## src/rtl/assert_macros.svh

```systemverilog
// Assertion macros shared by the RTL of the LZSS stream decompressor.
// No dependencies; include by bare file name.
`ifndef ASSERT_MACROS_SVH
`define ASSERT_MACROS_SVH

// Condition must never hold outside reset.
`define LZSS_ASSERT_NEVER(lbl, clk, rst_n, cond, msg) \
  lbl: assert property (@(posedge clk) disable iff (!rst_n) !(cond)) else $error(msg);

// Antecedent implies consequent in the same cycle, outside reset.
`define LZSS_ASSERT_IMPLIES(lbl, clk, rst_n, ante, cons, msg) \
  lbl: assert property (@(posedge clk) disable iff (!rst_n) (ante) |-> (cons)) \
    else $error(msg);

`endif

```

## src/rtl/lzss_pkg.sv

```systemverilog
// Shared constants and types of the LZSS stream decompressor.
// No dependencies; used by every RTL file of the block but lzss_ram.
package lzss_pkg;

  localparam int WIN_DEPTH  = 4096;
  localparam int WIN_AW     = $clog2(WIN_DEPTH);
  localparam int BYTE_W     = 8;
  localparam int CNT_W      = 32;
  localparam int LEN_W      = 5;
  localparam int LEN_BIAS   = 3;
  localparam int FLAG_COUNT = 8;
  localparam int FLAG_CW    = 4;
  localparam int CFG_AW     = 2;
  localparam int CFG_DW     = 32;

  typedef enum logic [1:0] {
    PH_FLAG,
    PH_TOKEN,
    PH_MATCH_HI
  } lzss_phase_t;

  typedef struct packed {
    logic clearing;
    logic copy_busy;
  } lzss_stat_t;

endpackage

```

## src/rtl/lzss_cfg.sv

```systemverilog
// APB-style configuration register holding the output length.
// Depends on lzss_pkg.
module lzss_cfg (
  input  logic                        clk,
  input  logic                        rst_n,
  input  logic                        psel,
  input  logic                        penable,
  input  logic                        pwrite,
  input  logic [lzss_pkg::CFG_AW-1:0] paddr,
  input  logic [lzss_pkg::CFG_DW-1:0] pwdata,
  output logic [lzss_pkg::CFG_DW-1:0] prdata,
  output logic                        pready,
  output logic [lzss_pkg::CNT_W-1:0]  olen
);
  import lzss_pkg::*;

  logic [CNT_W-1:0] olen_r;
  logic             wr_en;

  // Single register: word address bits are not decoded.
  assign wr_en  = psel && penable && pwrite && (paddr[CFG_AW-1] == paddr[CFG_AW-1]);
  assign pready = 1'b1;
  assign prdata = olen_r;
  assign olen   = olen_r;

  always_ff @(posedge clk) begin
    if (!rst_n) begin
      olen_r <= '0;
    end else if (wr_en) begin
      olen_r <= pwdata;
    end
  end

endmodule

```

## config.mk

```make
export PLATFORM = sky130hd
export DESIGN_NAME = lzss_cfg
export DESIGN_NICKNAME = d
export VERILOG_FILES = /design/src/rtl/assert_macros.svh /design/src/rtl/lzss_pkg.sv /design/src/rtl/lzss_cfg.sv
export SDC_FILE = /design/constraint.sdc
export NUM_CORES = 1
export LEC_CHECK = 0
export BUFFER_PORTS_ARGS = -buffer_cell sky130_fd_sc_hd__buf_4
export CAP_MARGIN = 10
export CORE_ASPECT_RATIO = 1.5
export CORE_MARGIN = 5
export CORE_UTILIZATION = 45
export DETAILED_ROUTE_END_ITERATION = 10
export GPL_ROUTABILITY_DRIVEN = 0
export PLACE_DENSITY = 0.85
export SYNTH_ARGS = -nofsm -noshare
export SYNTH_HDL_FRONTEND = slang
export SYNTH_SLANG_ARGS = --single-unit
```

## constraint.sdc

```tcl
create_clock -name clk -period 2 [get_ports clk]
set_input_delay 0.2 -clock clk [delete_from_list [all_inputs] [get_ports clk]]
set_output_delay 0.2 -clock clk [all_outputs]
set_load 0.02 [all_outputs]
```

==> results.toml, run 1 <==
[clocking]
cts.repair.resized = 0
cts_num_sinks = 32
cts_max_level = 2
clk_pin_slew_ps = 60
cts_buffers = 5
clk_latency_ps = 280
cts_buffer_depth = 2
postCtsHoldBufs = 0
root_buffer = "clkbuf_8"
post-cts-setup-buffers = 0
cts_tree = "yes"

[setup_path]
critPathLaunch = "pwrite"
critPathKind = "in2reg"
r2r_start = "olen[27]$_SDFFE_PN0P_"
worst_ep_required_time_ps = 2200
cp-end-kind = "register"
crit_slowest_cell = "and3_2"
crit_fanout = 19
cp.arrival_ps = 1230
cp_slowest_stage_delay_ps = 480
cp-start-kind = "input port"
crit_chain = "buf_4 > and3_2 > buf_12 > mux2i_1"

[place]
dp_slack_ps = 680
placed_area_um2 = 2040
io_buffer_count = 100
dp_hpwl_mm = 2.69

[global_routing]
grt_max_degree = 65
antenna_found_initial = 0
grt_remaining_overflow = 0
grt_pass1_wl_mm = 5.42
first_global_vias = 1204
globalRouteTotalUtil = 0.152

[timing]
slew_headroom = 0.623
fin_worst_skew_ps = 0
rsz0062_at_grt = "false"
max_freq_mhz = 976
worst_pin_slew_ps = 566
slew_violations = 0
finalSetupTns_ps = 0
period_needed_ps = 1030
timing.final.hold_violations = 0
fin_ws_ps = 975
holdWs_ps = 172
period_share = 0.513
setup_violations = 0

[floorplanning]
initial_core_util = 0.463
die_y_um = 82.2
rows = 26
die_area_um2 = 4780
core_um2 = 3380
io_pins = 104
die-width_um = 58.2

[drt]
drtIter0Drc = 18
vias = 1275
drc = 0
dr.pass1.iters = 4
avgViaCountPerCell = 4.54
routedWlPerCell_um = 12.8
drt_wl_total_mm = 3.58
ant_nets = 0

[logic_synthesis]
netlist_area_um2 = 1570
yosys-mux-area-fraction = 0.205
synth_xor_area_frac = 0
synth_seq_area_share = 0.409
synth_compound_area_frac = 0
synth_top_family_by_area = "buffers and inverters"
syn_inst = 174
synthAdderAreaFrac = 0
synth_cell_types = 9
synth_seq_cells = 32
syn_area_per_cell_um2 = 9.00
synthSimpleGateAreaFrac = 0.157
ys_warn_count = 0
synth.net_count = 213

[final_layout]
diodes = 0
drive_above_1_share = 0.452
area_growth_pct = 35.8
stdcell_area_um2 = 2130
finalNetCount = 277
largest_register_ff_count = 32
fillers = 302
postLayoutCoreUtil = 0.628

[run_status]
status = "finished clean"

[job]
max-cap-violations = 0

[power_and_ir_drop]
p_per_area_nw_per_um2 = 674
irDropWorstVdd_v = 0.000626
p_leak_nw = 1.03

[hold_path]
hold_class = "in2reg"
worstHoldStart = "pwdata[22]"
[cell usage after synthesis]
master    n  share of area
buf_2     7          0.022
and3_1    1         0.0040
buf_6     1         0.0072
buf_4    33           0.16
conb_1    1         0.0024
mux2i_1  32           0.20
buf_12    3          0.038
dfxtp_1  32           0.41
nand2_1  64           0.15
[power by group]
part           switching [mW]  internal [mW]
sequential             0.0179          0.660
combinational           0.127          0.125
clock                   0.224          0.280
[cell type report]
type,count,area [um2],area share
sequential,32,641,0.301
tap,42,52.6,0.0247
multi-input combinational,98,572,0.269
timing repair buffer,101,771,0.363
clock buffer,8,90.1,0.0424
[cells in the final DEF, fill, tap and decap left out, drive strengths merged]
master,Yosys,routed
mux2i,32,32
nand2,64,64
and3,1,1
clkbuf,0,8
conb,1,1
dfxtp,32,32
buf,44,101
[layer usage]
| layer | track usage | part of all wire |
|---|---|---|
| met1 | 0.158 | 0.35 |
| met2 | 0.273 | 0.55 |
| met3 | 0.0451 | 0.079 |
| met4 | 0.0766 | 0.020 |
| met5 | 0 | 0 |
[stage by stage]
step,power (mW),cells
floorplan,0.857,174
global placement,0.942,273
detailed placement,0.947,273
CTS,1.45,281
global route,1.51,281
finish,1.43,281
[worst paths after layout]
| check | endpoint | slack, ps | depth (start not counted) |
|---|---|---|---|
| setup reg to reg | olen[27]$_SDFFE_PN0P_ | 1320 | 2 |
| hold reg to reg | olen[15]$_SDFFE_PN0P_ | 480 | 2 |
| hold / removal | olen[22]$_SDFFE_PN0P_ | 170 | 3 |
| setup / recovery | olen[27]$_SDFFE_PN0P_ | 970 | 4 |
[critical path: cells and delay by family]
kind          cells  cell delay, ps
buf+inv           2             310
mux               1             220
simple gates      1             480
[cells by family (layout without fill, tap and decap cells)]
| group | Yosys count | count (layout) |
|---|---|---|
| and+or+nand+nor | 65 | 65 |
| buffers and inverters | 44 | 109 |
| muxes | 32 | 32 |
| DFF | 32 | 32 |
| other | 1 | 1 |
Note: power is estimated with default switching activity, not from simulation.
==> run 2, diff against run 1 <==
ABC_AREA = 1   (was default)
CORE_UTILIZATION = 42   (was 45)
PLACE_DENSITY = 0.8   (was 0.85)
clock period = 1 ns   (was 2 ns; I/O delays follow)
==> run 2 against run 1 <==
- clock skew unchanged
- combinational power rose to 2.7 times the previous value
- non-clock buffer count up 1
- clock-buffer cell count down 2
- wire length down 1.5%
- largest cell class unchanged
- largest power group unchanged
==> results.toml, run 2 <==
[floorplanning]
die-width_um = 60.0
die_area_um2 = 5090
core_um2 = 3650
initial_core_util = 0.431
die_y_um = 84.9
io_pins = 104
rows = 27

[final_layout]
diodes = 0
area_growth_pct = 39.9
final_cell_mix = "buf_4, nor2_1, nand2_1, inv_1, dfxtp_1"
largest_register_ff_count = 32
finalNetCount = 342
fillers = 363
drive_above_1_share = 0.365
final_common_cell = "buf_4"
multi_input_comb_area_um2 = 502
stdcell_area_um2 = 2200
seq_area_um2 = 641

[setup_path]
critPathTopFamily = "flip-flops"
cp_slowest_stage_delay_ps = 370
crit_chain = "buf_4"
r2r_cells = 4
cp-end-kind = "primary output"
r2r_slack_ps = 330
crit_slowest_cell = "dfxtp_1"
path_buf_inv = 1
rr_endpoint = "olen[29]$_SDFFE_PN0P_"
worst_ep_required_time_ps = 900
cp-start-kind = "register"
cp.arrival_ps = 810
crit_fanout = 3
r2r_start = "olen[29]$_SDFFE_PN0P_"
critPathKind = "reg2out"

[logic_synthesis]
synth_top_cell_area_share = 0.407
yosys.area.top_type = "dfxtp_1"
syn_area_per_cell_um2 = 6.66
synth-async-reset-ratio = 0
netlist_area_um2 = 1570
ys_top_cells_by_area = "dfxtp_1, buf_4, nand2_1"
syn_inst = 236
synth_seq_area_share = 0.407
synth-main-ff-cell = "dfxtp_1"
synth_cell_types = 10
synth-edff-count = 0
ys_warn_count = 0
synth.net_count = 275
synth_commonest_cells = "nand2_1, nor2_1, buf_4, dfxtp_1, inv_1"
synth_seq_cells = 32

[clocking]
postCtsHoldBufs = 0
clk_pin_slew_ps = 70
cts_num_sinks = 32
cts_buffers = 5
clk_latency_ps = 280
cts_tree = "yes"
cts.repair.resized = 0
cts_max_level = 2
cts_buffer_depth = 2
root_buffer = "clkbuf_8"
post-cts-setup-buffers = 0

[global_routing]
grt_max_degree = 37
antenna_found_initial = 0
globalRouteTotalUtil = 0.144
grt_pass1_wl_mm = 5.62
first_global_vias = 1369
grt_remaining_overflow = 0

[drt]
dr.pass1.iters = 4
drtIter0Drc = 44
avgViaCountPerCell = 4.15
routedWlPerCell_um = 10.2
vias = 1439
drc = 0
drt_wl_total_mm = 3.53
ant_nets = 0

[timing]
timing.final.hold_violations = 0
fin_worst_skew_ps = 0
max_freq_mhz = 1100
period_share = 0.907
holdWs_ps = 36.1
slew_violations = 0
finalSetupTns_ps = 0
period_needed_ps = 907
setup_violations = 0
rsz0062_at_grt = "false"

[place]
placed_area_um2 = 2110
dp_hpwl_mm = 2.75
io_buffer_count = 100

[power_and_ir_drop]
p_leak_nw = 1.31
irDropWorstVdd_v = 0.000953
p_per_area_nw_per_um2 = 1400

[hold_path]
min_to = "olen[23]$_SDFFE_PN0P_"
hold_class = "in2reg"
worstHoldStart = "pwdata[23]"
hold_depth = 3

[job]
max-cap-violations = 0

[run_status]
status = "finished clean"
## run 2: changes by cell type in the layout (fill, tap and decap cells not counted), sizes merged
cell and change:
mux2i -32, inv +32, clkinv +2, nand3 +1, buf +1, nor2 +64, and3 -1, clkbuf -2
## run 2: cell type report
cell class	count	area share
multi-input cells	130	0.228
flip-flops and latches	32	0.291
clock buffers	6	0.0375
inverters	32	0.0546
well taps	43	0.0245
repair buffers	102	0.359
clock inverters	2	0.00455
## run 2: cells by family after synthesis
logic type / after synthesis / share of synthesized area
AND/OR/NAND/NOR: 129 / 0.317
flip-flops: 32 / 0.407
buffers and inverters: 74 / 0.274
other: 1 / 0.00238
## run 2: tightest hold or removal path: cells and delay by family
kind | cells | cell delay, ps
buf+inv | 1 | 70
simple gates | 2 | 110
## run 2: worst max-delay path by stage
stage,startpoint,to,cells past startpoint,slack (ps)
after floorplan,olen[10]$_SDFFE_PN0P_,olen[10]$_SDFFE_PN0P_,4,280
after global placement,pwrite,olen[12]$_SDFFE_PN0P_,6,210
after detailed placement,pwrite,olen[6]$_SDFFE_PN0P_,6,190
after CTS,olen[29]$_SDFFE_PN0P_,olen[29],1,70
after global routing,olen[29]$_SDFFE_PN0P_,olen[29],1,30
final,olen[29]$_SDFFE_PN0P_,olen[29],1,90
## run 2: power by group
part	internal [mW]	switching [mW]	total (mW)	leakage [nW]
clock	0.548	0.457	1.01	0.0510
combinational	0.315	0.358	0.673	1.00
sequential	1.34	0.0508	1.39	0.262
total	2.21	0.865	3.07	1.31
## run 2: routing by layer
metal | global-route usage | vias up | share of wire
met4 | 0.0907 | 0 | 0.023
met2 | 0.276 | 53 | 0.56
li1 | - | 767 | -
met3 | 0.0365 | 5 | 0.097
met1 | 0.123 | 614 | 0.32
met5 | 0 | - | 0
## run 2: stage by stage
| stage | power (mW) | setup WS [ps] | util | std cells |
|---|---|---|---|---|
| 6_report | 3.07 | 93.4 | 0.603 | 347 |
| 3_3_place_gp | 2.09 | 211 | 0.578 | 339 |
| 5_1_grt | 3.24 | 25.3 | 0.603 | 347 |
| 2_1_floorplan | 1.85 | 275 | - | 236 |
| 4_1_cts | 3.14 | 72.7 | 0.603 | 347 |
| 3_5_place_dp | 2.11 | 193 | 0.578 | 339 |
==> run 3, diff against run 2 <==
==> constraint.sdc (replaced) <==
create_clock -name clk -period 0.95 [get_ports clk]
set_input_delay 0.19 -clock clk [delete_from_list [all_inputs] [get_ports clk]]
set_output_delay 0.19 -clock clk [all_outputs]
set_load 0.1 [all_outputs]
==> run 3 against run 2 <==
- the run now ends with setup timing left
- highest routed layer unchanged
- global-route usage rose by 5.8 points
- flip-flop and latch count did not move
- cell count rose by 0.29%
- clock power fell by 5%
- cell area rose by 40%
- first-iteration DRC count fell by 36%
- hold slack improved by 100 ps
- utilization rose by 24 points
- non-clock buffer count rose by 1
- setup slack got worse by 180 ps
- power rose by 43%
- sequential share of layout area fell by 4.5 points
- critical endpoint is now olen[10]
==> results.toml, run 3 (synthesized netlist as in run 2, its figures left out) <==
[timing]
timing.final.hold_violations = 0
fin_worst_skew_ps = 0
holdWs_ps = 137
setup_violations = 64
rsz0062_at_grt = "true"
period_share = 1.09
max_freq_mhz = 966
period_needed_ps = 1030
slew_violations = 0
fin_ws_ps = -84.9

[final_layout]
drive_above_1_share = 0.462
largest_register_ff_count = 32
multi_input_comb_area_um2 = 502
seq_area_um2 = 761
area_growth_pct = 96.2
final_cell_mix = "nor2_1, nand2_1, buf_12, buf_4"
finalNetCount = 343
final_cells = 348
stdcell_area_um2 = 3090
fillers = 206
diodes = 0

[power_and_ir_drop]
irDropWorstVdd_v = 0.00117
p_per_area_nw_per_um2 = 1430
p_leak_nw = 1.52
power_mw = 4.41

[floorplanning]
initial_core_util = 0.431
core_um2 = 3650
die_area_um2 = 5090
io_pins = 104
die_y_um = 84.9
rows = 27
die-width_um = 60.0

[setup_path]
critPathTopFamily = "flip-flops"
cp_num_cells = 1
cp.arrival_ps = 840
crit_slowest_cell = "dfxtp_4"
worst_ep_required_time_ps = 760
cp_slowest_stage_delay_ps = 370
critPathKind = "reg2out"
path_buf_inv = 1
crit_fanout = 3
cp-end-kind = "primary output"
crit_chain = "buf_8"
cp-start-kind = "register"
r2r_cells = 5

[clocking]
cts_buffers = 5
root_buffer = "clkbuf_8"
cts_max_level = 2
cts_buffer_depth = 2
clk_pin_slew_ps = 60
cts_tree = "yes"
cts_num_sinks = 32
clk_latency_ps = 270
postCtsHoldBufs = 0

[global_routing]
grt_remaining_overflow = 0
antenna_found_initial = 0
globalRouteTotalUtil = 0.202
grt_pass1_wl_mm = 7.97
first_global_vias = 1715
grt_max_degree = 34

[drt]
avgViaCountPerCell = 4.41
drt_wl_total_mm = 4.72
vias = 1534
drc = 0
routedWlPerCell_um = 13.6
dr.pass1.iters = 4
ant_nets = 0
drtIter0Drc = 28

[place]
placed_area_um2 = 2230
io_buffer_count = 100
placed_cells = 339
dp_hpwl_mm = 2.70

[hold_path]
hold_class = "in2reg"
hold_depth = 3

[run_status]
status = "complete, but fails checks"
violations = "setup timing"

[job]
max-cap-violations = 0
[run 3: changes by cell type in the layout (fill, tap and decap cells not counted)]
cell	delta
buf_12	+58
buf_4	-63
buf_8	+6
clkbuf_1	+2
clkbuf_8	-1
clkinv_1	+1
clkinv_2	-2
dfxtp_1	-32
dfxtp_4	+32
[run 3: routing by layer]
layer  up-vias  track usage  part of all wire
li1        773            -                 -
met1       674        0.205              0.35
met2        75        0.354              0.53
met3        12       0.0807             0.089
met4         0       0.0847             0.029
met5         -            0                 0
[run 3: final timing paths]
check                        startpoint               endpoint  slack (ps)
hold reg to reg   olen[11]$_SDFFE_PN0P_  olen[11]$_SDFFE_PN0P_         570
setup / recovery  olen[10]$_SDFFE_PN0P_               olen[10]         -80
hold / removal               pwdata[27]  olen[27]$_SDFFE_PN0P_         140
setup reg to reg   olen[9]$_SDFFE_PN0P_   olen[9]$_SDFFE_PN0P_         130
[run 3: cell type report]
type                            count  share of cell area
Timing Repair Buffer              103               0.509
Sequential cell                    32               0.247
Tap cell                           43              0.0174
Clock inverter                      1             0.00122
Inverter                           32              0.0389
Clock buffer                        7              0.0247
Multi-Input combinational cell    130               0.163
[run 3: where the power goes]
group | internal (mW) | switching [mW]
clock | 0.509 | 0.446
combinational | 0.677 | 1.27
sequential | 1.38 | 0.129
total | 2.56 | 1.84
[run 3: what timing repair did]
item | in CTS | in global routing
endpoints found under the setup margin | 64 | 64
buffers inserted | 0 | 1
endpoints found under the hold margin | 0 | 0
gates resized for setup | 178 | 8
[run 3: tightest hold or removal path, cell delays in order]
cell and delay [ps]:
buf_4 70, nor2_1 30, nor2_1 80
[run 3: through the flow]
| step | setup TNS [ps] | setup slack, ps | util |
|---|---|---|---|
| floorplan | 0 | 11.9 | - |
| global placement | 0 | 85.1 | 0.610 |
| detailed placement | 0 | 57.9 | 0.610 |
| CTS | -5480 | -94.5 | 0.833 |
| global route | -6150 | -109 | 0.846 |
| finish | -4340 | -84.9 | 0.846 |
