==> src/rtl/assert_macros.svh <==
// Assertion macros shared by the RTL of the LZSS stream decompressor.
// No dependencies; include by bare file name.
`ifndef ASSERT_MACROS_SVH
`define ASSERT_MACROS_SVH

// Condition must never hold outside reset.
`define LZSS_ASSERT_NEVER(lbl, clk, rst_n, cond, msg) \
  lbl: assert property (@(posedge clk) disable iff (!rst_n) !(cond)) else $error(msg);

// Antecedent implies consequent in the same cycle, outside reset.
`define LZSS_ASSERT_IMPLIES(lbl, clk, rst_n, ante, cons, msg) \
  lbl: assert property (@(posedge clk) disable iff (!rst_n) (ante) |-> (cons)) \
    else $error(msg);

`endif

==> src/rtl/lzss_pkg.sv <==
// Shared constants and types of the LZSS stream decompressor.
// No dependencies; used by every RTL file of the block but lzss_ram.
package lzss_pkg;

  localparam int WIN_DEPTH  = 4096;
  localparam int WIN_AW     = $clog2(WIN_DEPTH);
  localparam int BYTE_W     = 8;
  localparam int CNT_W      = 32;
  localparam int LEN_W      = 5;
  localparam int LEN_BIAS   = 3;
  localparam int FLAG_COUNT = 8;
  localparam int FLAG_CW    = 4;
  localparam int CFG_AW     = 2;
  localparam int CFG_DW     = 32;

  typedef enum logic [1:0] {
    PH_FLAG,
    PH_TOKEN,
    PH_MATCH_HI
  } lzss_phase_t;

  typedef struct packed {
    logic clearing;
    logic copy_busy;
  } lzss_stat_t;

endpackage

==> src/rtl/lzss_if.sv <==
// Valid/ready stream interfaces for compressed input and decompressed output.
// Depends on lzss_pkg for the payload widths.
interface lzss_in_if;
  logic                      valid;
  logic                      ready;
  logic [lzss_pkg::BYTE_W-1:0] in_byte;
  logic                      in_last;

  modport source (output valid, in_byte, in_last, input ready);
  modport sink   (input valid, in_byte, in_last, output ready);
endinterface

interface lzss_out_if;
  logic                      valid;
  logic                      ready;
  logic [lzss_pkg::BYTE_W-1:0] out_byte;
  logic                      run_end;
  logic                      stream_done;

  modport source (output valid, out_byte, run_end, stream_done, input ready);
  modport sink   (input valid, out_byte, run_end, stream_done, output ready);
endinterface

==> src/rtl/lzss_core.sv <==
// Token parser, history copy engine, clearing pass and output register.
// Depends on lzss_pkg and lzss_if; drives the ports of one history RAM.
module lzss_core (
  input  logic                         clk,
  input  logic                         rst_n,
  lzss_in_if.sink                      in_ch,
  lzss_out_if.source                   out_ch,
  input  logic [lzss_pkg::CNT_W-1:0]   olen,
  output logic                         ram_we,
  output logic [lzss_pkg::WIN_AW-1:0]  ram_waddr,
  output logic [lzss_pkg::BYTE_W-1:0]  ram_wdata,
  output logic                         ram_re,
  output logic [lzss_pkg::WIN_AW-1:0]  ram_raddr,
  input  logic [lzss_pkg::BYTE_W-1:0]  ram_rdata,
  output lzss_pkg::lzss_stat_t         stat
);
  import lzss_pkg::*;

  lzss_phase_t        phase_r, phase_nxt;
  logic [BYTE_W-1:0]  flags_r, flags_nxt;
  logic [FLAG_CW-1:0] flags_left_r, flags_left_nxt;
  logic [BYTE_W-1:0]  low_r, low_nxt;
  logic [WIN_AW-1:0]  wp_r, wp_nxt;
  logic [CNT_W-1:0]   produced_r, produced_nxt;
  logic               clr_r, clr_nxt;
  logic [WIN_AW-1:0]  clr_addr_r, clr_addr_nxt;
  logic [WIN_AW-1:0]  rd_r, rd_nxt;
  logic [LEN_W-1:0]   iss_left_r, iss_left_nxt;
  logic [LEN_W-1:0]   cons_left_r, cons_left_nxt;
  logic               pend_r, pend_nxt;
  logic               end_pend_r, end_pend_nxt;
  logic               fwd_hit_r, fwd_hit_nxt;
  logic [BYTE_W-1:0]  fwd_data_r, fwd_data_nxt;
  logic               ov_r, ov_nxt;
  logic [BYTE_W-1:0]  ob_r, ob_nxt;
  logic               orun_r, orun_nxt;
  logic               odone_r, odone_nxt;

  logic               slot_free;
  logic               accept;
  logic               consume;
  logic               issue;
  logic               done_now;
  logic               below_limit;
  logic               last_byte;
  logic [BYTE_W-1:0]  cbyte;

  assign slot_free   = !ov_r || out_ch.ready;
  assign in_ch.ready = !clr_r && (cons_left_r == '0) && slot_free;
  assign accept      = in_ch.valid && in_ch.ready;
  assign below_limit = produced_r < olen;
  assign done_now    = ({1'b0, produced_r} + 33'd1) == {1'b0, olen};
  assign cbyte       = fwd_hit_r ? fwd_data_r : ram_rdata;
  assign consume     = pend_r && slot_free;
  assign last_byte   = (cons_left_r == LEN_W'(1)) || done_now;
  assign issue       = (iss_left_r != '0) && (!pend_r || consume) && !(consume && done_now);

  assign out_ch.valid       = ov_r;
  assign out_ch.out_byte    = ob_r;
  assign out_ch.run_end     = orun_r;
  assign out_ch.stream_done = odone_r;
  assign stat.clearing      = clr_r;
  assign stat.copy_busy     = cons_left_r != '0;

  always_comb begin
    phase_nxt      = phase_r;
    flags_nxt      = flags_r;
    flags_left_nxt = flags_left_r;
    low_nxt        = low_r;
    wp_nxt         = wp_r;
    produced_nxt   = produced_r;
    clr_nxt        = clr_r;
    clr_addr_nxt   = clr_addr_r;
    rd_nxt         = rd_r;
    iss_left_nxt   = iss_left_r;
    cons_left_nxt  = cons_left_r;
    pend_nxt       = pend_r;
    end_pend_nxt   = end_pend_r;
    fwd_hit_nxt    = fwd_hit_r;
    fwd_data_nxt   = fwd_data_r;
    ov_nxt         = ov_r && !out_ch.ready;
    ob_nxt         = ob_r;
    orun_nxt       = orun_r;
    odone_nxt      = odone_r;
    ram_we         = 1'b0;
    ram_waddr      = wp_r;
    ram_wdata      = cbyte;
    ram_re         = 1'b0;
    ram_raddr      = rd_r;

    // Zero the history after reset, one entry a cycle.
    if (clr_r) begin
      ram_we       = 1'b1;
      ram_waddr    = clr_addr_r;
      ram_wdata    = '0;
      clr_addr_nxt = clr_addr_r + WIN_AW'(1);
      if (clr_addr_r == WIN_AW'(WIN_DEPTH - 1)) begin
        clr_nxt = 1'b0;
      end
    end

    // Copy engine: write back and emit the byte from the pending read.
    if (consume) begin
      ram_we        = 1'b1;
      ov_nxt        = 1'b1;
      ob_nxt        = cbyte;
      orun_nxt      = last_byte;
      odone_nxt     = done_now;
      wp_nxt        = wp_r + WIN_AW'(1);
      produced_nxt  = produced_r + CNT_W'(1);
      cons_left_nxt = cons_left_r - LEN_W'(1);
      pend_nxt      = 1'b0;
      if (last_byte) begin
        cons_left_nxt = '0;
        iss_left_nxt  = '0;
        if (end_pend_r) begin
          wp_nxt       = '0;
          produced_nxt = '0;
          end_pend_nxt = 1'b0;
        end
      end
    end

    // Copy engine: read the next source byte, forward a same-address write.
    if (issue) begin
      ram_re       = 1'b1;
      rd_nxt       = rd_r + WIN_AW'(1);
      iss_left_nxt = iss_left_r - LEN_W'(1);
      pend_nxt     = 1'b1;
      fwd_hit_nxt  = consume && (wp_r == rd_r);
      fwd_data_nxt = cbyte;
    end

    if (accept) begin
      unique case (phase_r)
        PH_FLAG: begin
          flags_nxt      = in_ch.in_byte;
          flags_left_nxt = FLAG_CW'(FLAG_COUNT);
          phase_nxt      = PH_TOKEN;
        end
        PH_TOKEN: begin
          if (flags_r[0]) begin
            low_nxt   = in_ch.in_byte;
            phase_nxt = PH_MATCH_HI;
          end else begin
            if (below_limit) begin
              ram_we       = 1'b1;
              ram_waddr    = wp_r;
              ram_wdata    = in_ch.in_byte;
              ov_nxt       = 1'b1;
              ob_nxt       = in_ch.in_byte;
              orun_nxt     = 1'b1;
              odone_nxt    = done_now;
              wp_nxt       = wp_r + WIN_AW'(1);
              produced_nxt = produced_r + CNT_W'(1);
            end
            flags_nxt      = flags_r >> 1;
            flags_left_nxt = flags_left_r - FLAG_CW'(1);
            phase_nxt      = (flags_left_r == FLAG_CW'(1)) ? PH_FLAG : PH_TOKEN;
          end
        end
        PH_MATCH_HI: begin
          if (below_limit) begin
            cons_left_nxt = {1'b0, in_ch.in_byte[7:4]} + LEN_W'(LEN_BIAS);
            iss_left_nxt  = {1'b0, in_ch.in_byte[7:4]} + LEN_W'(LEN_BIAS);
            rd_nxt        = wp_r - {in_ch.in_byte[3:0], low_r} - WIN_AW'(1);
            end_pend_nxt  = in_ch.in_last;
          end
          flags_nxt      = flags_r >> 1;
          flags_left_nxt = flags_left_r - FLAG_CW'(1);
          phase_nxt      = (flags_left_r == FLAG_CW'(1)) ? PH_FLAG : PH_TOKEN;
        end
        default: begin
          phase_nxt = PH_FLAG;
        end
      endcase

      // Stream end: drop the parser; a running copy clears the pointers later.
      if (in_ch.in_last) begin
        phase_nxt      = PH_FLAG;
        flags_nxt      = '0;
        flags_left_nxt = '0;
        low_nxt        = '0;
        if (!(phase_r == PH_MATCH_HI && below_limit)) begin
          wp_nxt       = '0;
          produced_nxt = '0;
        end
      end
    end
  end

  always_ff @(posedge clk) begin
    if (!rst_n) begin
      phase_r      <= PH_FLAG;
      flags_r      <= '0;
      flags_left_r <= '0;
      low_r        <= '0;
      wp_r         <= '0;
      produced_r   <= '0;
      clr_r        <= 1'b1;
      clr_addr_r   <= '0;
      iss_left_r   <= '0;
      cons_left_r  <= '0;
      pend_r       <= 1'b0;
      end_pend_r   <= 1'b0;
      fwd_hit_r    <= 1'b0;
      ov_r         <= 1'b0;
    end else begin
      phase_r      <= phase_nxt;
      flags_r      <= flags_nxt;
      flags_left_r <= flags_left_nxt;
      low_r        <= low_nxt;
      wp_r         <= wp_nxt;
      produced_r   <= produced_nxt;
      clr_r        <= clr_nxt;
      clr_addr_r   <= clr_addr_nxt;
      iss_left_r   <= iss_left_nxt;
      cons_left_r  <= cons_left_nxt;
      pend_r       <= pend_nxt;
      end_pend_r   <= end_pend_nxt;
      fwd_hit_r    <= fwd_hit_nxt;
      ov_r         <= ov_nxt;
    end
  end

  always_ff @(posedge clk) begin
    rd_r       <= rd_nxt;
    fwd_data_r <= fwd_data_nxt;
    ob_r       <= ob_nxt;
    orun_r     <= orun_nxt;
    odone_r    <= odone_nxt;
  end

endmodule

==> src/flat_wrapper.sv <==
// flat-port wrapper written by rule: the top's interface ports become plain ports
module lzss_core_flat import lzss_pkg::*;
  (clk, rst_n, olen, ram_we, ram_waddr, ram_wdata, ram_re, ram_raddr, ram_rdata, stat, in_ch_valid, in_ch_in_byte, in_ch_in_last, in_ch_ready, out_ch_valid, out_ch_out_byte, out_ch_run_end, out_ch_stream_done, out_ch_ready);
  lzss_in_if in_ch_i ();
  lzss_out_if out_ch_i ();
  input  logic clk;
  input  logic rst_n;
  input  logic [lzss_pkg::CNT_W-1:0] olen;
  output logic ram_we;
  output logic [lzss_pkg::WIN_AW-1:0] ram_waddr;
  output logic [lzss_pkg::BYTE_W-1:0] ram_wdata;
  output logic ram_re;
  output logic [lzss_pkg::WIN_AW-1:0] ram_raddr;
  input  logic [lzss_pkg::BYTE_W-1:0] ram_rdata;
  output lzss_pkg::lzss_stat_t stat;
  input wire logic [$bits(in_ch_i.valid)-1:0] in_ch_valid;
  input wire logic [$bits(in_ch_i.in_byte)-1:0] in_ch_in_byte;
  input wire logic [$bits(in_ch_i.in_last)-1:0] in_ch_in_last;
  output wire logic [$bits(in_ch_i.ready)-1:0] in_ch_ready;
  output wire logic [$bits(out_ch_i.valid)-1:0] out_ch_valid;
  output wire logic [$bits(out_ch_i.out_byte)-1:0] out_ch_out_byte;
  output wire logic [$bits(out_ch_i.run_end)-1:0] out_ch_run_end;
  output wire logic [$bits(out_ch_i.stream_done)-1:0] out_ch_stream_done;
  input wire logic [$bits(out_ch_i.ready)-1:0] out_ch_ready;
  assign in_ch_i.valid = in_ch_valid;
  assign in_ch_i.in_byte = in_ch_in_byte;
  assign in_ch_i.in_last = in_ch_in_last;
  assign in_ch_ready = in_ch_i.ready;
  assign out_ch_valid = out_ch_i.valid;
  assign out_ch_out_byte = out_ch_i.out_byte;
  assign out_ch_run_end = out_ch_i.run_end;
  assign out_ch_stream_done = out_ch_i.stream_done;
  assign out_ch_i.ready = out_ch_ready;
  lzss_core u_core (.clk(clk), .rst_n(rst_n), .in_ch(in_ch_i), .out_ch(out_ch_i), .olen(olen), .ram_we(ram_we), .ram_waddr(ram_waddr), .ram_wdata(ram_wdata), .ram_re(ram_re), .ram_raddr(ram_raddr), .ram_rdata(ram_rdata), .stat(stat));
endmodule
==> config.mk <==
export PLATFORM = sky130hd
export DESIGN_NAME = lzss_core_flat
export DESIGN_NICKNAME = d
export VERILOG_FILES = /design/src/rtl/assert_macros.svh /design/src/rtl/lzss_pkg.sv /design/src/rtl/lzss_if.sv /design/src/rtl/lzss_core.sv /design/src/flat_wrapper.sv
export SDC_FILE = /design/constraint.sdc
export NUM_CORES = 1
export LEC_CHECK = 0
export BUFFER_PORTS_ARGS = -buffer_cell sky130_fd_sc_hd__buf_2
export CORE_MARGIN = 4
export CORE_UTILIZATION = 47
export DETAILED_ROUTE_END_ITERATION = 7
export PLACE_DENSITY = 0.69
export SLEW_MARGIN = 5
export SYNTH_ARGS = -nofsm -noshare
export SYNTH_HDL_FRONTEND = slang
export SYNTH_SLANG_ARGS = --single-unit
export TNS_END_PERCENT = 10
==> constraint.sdc <==
create_clock -name clk -period 10.81 [get_ports clk]
set_clock_uncertainty 0.05 [all_clocks]
set_input_delay 2.162 -clock clk [delete_from_list [all_inputs] [get_ports clk]]
set_output_delay 2.162 -clock clk [all_outputs]
set_load 0.02 [all_outputs]
==> impl_metrics.toml <==
[sta]
fmax_ghz = 0.127
slew_headroom_pct = 20.4
rsz0062_at_grt = "no"
hold_viol = 0
min_period_ns = 7.89
fin_crit_sh_pct = 73.0
finalSetupViolCount = 0
setup-tns-final_ns = 0
worst_slew_pin_slew_ns = 1.19
maxSlewViolCount = 0
layout_setup_ws_ns = 2.92

[setup_path]
r2r-end = "u_core.wp_r[10]$_SDFF_PN0_"
cp_common_cell = "o21ai_0"
crit_type = "in2out"
required_ns = 8.60
max_stage_delay_ns = 0.69
arrival_ns = 5.68
rrSetupSlack_ns = 5.70
cp_max_fo = 21
critPathSlowestCell = "and2_1"
r2r_start = "u_core.produced_r[2]$_SDFF_PN0_"
worstRegToRegCells = 10
cp-end-kind = "output port"
crit_chain = "buf_2 -> inv_1 -> ha_1 -> a21oi_1 -> o21ai_0 -> a2111oi_0 -> o21ai_0 -> o21ai_0 -> nor4bb_1 -> and2_1 -> nand2_1 -> nand2_1 -> buf_2"
crit_path_start_kind = "input port"

[clock_network]
cts_max_level = 4
cts_tree = "built"
clock-sinks = 123
cts_buffers = 17
hold_buffers = 0
clock_latency_ns = 0.42
clk_pin_slew_worst_paths_ns = 0.06
postCtsSetupBuffers = 0
cts.root.buffer_cell = "clkbuf_16"
clockBufferDepth = 2
post_cts_resized = 0

[global_route]
grt_first_pass_wirelength_um = 39700
grt_pass1_vias = 7609
grt_max_degree = 52
antenna_found_initial = 0
overflow = 0
track_usage_pct = 23.7

[power]
leakagePower_nw = 4.09
ir_drop_uv = 127
p_total_mw = 1.81
power_density_mw_per_mm2 = 183

[yosys]
syn_avg_cell_area_um2 = 7.87
syn_inst = 1110
syn_nets = 1221
yosysSeqAreaShare_pct = 29.1
synth_edf_count = 8
synth_cell_types = 78
synth_area_mm2 = 0.00873
yosysWarnings = 0
synth-async-reset-ratio_pct = 0
synth_seq_cells = 123
synthFlopType = "dfxtp_1"

[finish]
nNetsFinal = 1286
fillers = 1713
final_cell_mix = "nand2_1, dfxtp_1, buf_2, nor2_1, a21oi_1"
drive_above_1_share_pct = 14.6
n_antenna_cell = 0
final_cell_area_mm2 = 0.00988
final_common_cell = "nand2_1"
fin_util_pct = 54.5
areaGrowthSynthToFinish_pct = 13.1

[route]
wire_per_inst_um = 17.3
num_vias = 8295
vias_per_cell = 5.85
drt_iter0_drc = 637
finalWirelength_um = 24500
drcViolationCount = 0
dr.pass1.iters = 5
detail-route-antenna-nets = 0

[die]
ios = 101
start_util_pct = 48.1
dieWidth_um = 144
fp.dieArea_mm2 = 0.0208
core_area_mm2 = 0.0181
die_y_um = 144
std_cell_rows = 49

[hold_path]
whs_path_depth = 2
min_to = "u_core.flags_r[3]$_SDFFE_PN0P_"
worstHoldPathType = "reg2reg"
min_from = "u_core.flags_r[3]$_SDFFE_PN0P_"

[status]
outcome = "completed"

[placed_design]
portBuffers = 100
dp_hpwl_um = 18200
pre_cts_slack_ns = 3.04
place_area_mm2 = 0.00931
place.gp.congestion = 0.949

[job]
max_cap_violations = 0
registers in the layout, indices dropped and copies added (netlist names), 4 cells and up:
name                    count
u_core.produced_r          32
u_core.clr_addr_r          12
u_core.ram_raddr           12
u_core.wp_r                12
u_core.flags_r              8
u_core.fwd_data_r           8
u_core.low_r                8
u_core.out_ch.out_byte      8
u_core.cons_left_r          5
u_core.iss_left_r           5
u_core.flags_left_r         4
routing by layer:
layer | GRT usage (%) | vias up | share of wire [%]
met1 | 32.8 | 3895 | 46
met3 | 4.66 | 35 | 5.7
met4 | 6.68 | 0 | 2.0
met2 | 37.8 | 238 | 46
met5 | 0 | - | 0
li1 | - | 4127 | -
report_power, final:
| group | switching [mW] | leakage [nW] | internal (mW) | total [mW] |
|---|---|---|---|---|
| Sequential | 0.0971 | 1.02 | 0.546 | 0.643 |
| Combinational | 0.370 | 2.79 | 0.238 | 0.608 |
| Clock | 0.220 | 0.282 | 0.340 | 0.560 |
synth_stat cells (11+ instances only):
| library cell | instances | area (um2) |
|---|---|---|
| nor4_1 | 12 | 75.1 |
| mux2_2 | 20 | 225 |
| o21ai_0 | 44 | 220 |
| nand4_1 | 30 | 188 |
| clkbuf_1 | 47 | 176 |
| or3_1 | 11 | 68.8 |
| nand3_1 | 24 | 120 |
| a21oi_1 | 87 | 435 |
| nor3_1 | 27 | 135 |
| a2111oi_0 | 13 | 114 |
| nand2b_1 | 14 | 87.6 |
| and3_1 | 21 | 131 |
| nand2_1 | 117 | 439 |
| nor2_1 | 94 | 353 |
| xnor2_1 | 65 | 569 |
| mux2i_1 | 16 | 160 |
| dfxtp_1 | 115 | 2300 |
| a31oi_1 | 53 | 332 |
| ha_1 | 57 | 713 |
| inv_1 | 72 | 270 |
| xor2_1 | 27 | 236 |
how the worst max path moves through the flow:
stage                     startpoint           end  slack (ns)  cells after the start
after floorplan              olen[3]  ram_wdata[0]        3.94                     11
after global placement      olen[17]  ram_wdata[0]        3.20                     13
after detailed placement    olen[17]  ram_wdata[2]        3.04                     13
after CTS                   olen[17]  ram_wdata[2]        3.01                     13
after global routing        olen[17]  ram_wdata[5]        2.53                     13
final                       olen[17]  ram_wdata[2]        2.92                     13
cell families after synthesis:
| group | share of synthesized area [%] |
|---|---|
| buffers and inverters | 6.19 |
| XOR/XNOR | 9.48 |
| flip-flops | 29.1 |
| adder cells (fa/ha/maj) | 8.39 |
| AND/OR/NAND/NOR | 22.7 |
| AO/OA/AOI/OAI | 19.7 |
| multiplexers | 4.41 |
critical path, delay by kind of cell:
family                     cells  cell delay [ns]
and+or+nand+nor                4             1.49
AOI/OAI and AO/OA              5             1.42
buffers and inverters          3             0.29
adders and majority gates      1             0.29
through the flow:
stage	std cells	hold slack, ns
after floorplan	1110	0.404
after global placement	1385	0.418
after detailed placement	1385	0.429
after CTS	1417	0.438
after global routing	1417	0.471
final	1417	0.439
layout make-up:
type | count | area (um2) | area share (%)
clock inverter | 14 | 148 | 1.49
timing repair buffer | 106 | 546 | 5.52
sequential | 123 | 2540 | 25.7
tap | 229 | 287 | 2.90
inverter | 74 | 278 | 2.81
clock buffer | 18 | 429 | 4.34
multi-input combinational | 853 | 5650 | 57.2
Power figures use the tool's default switching activity.
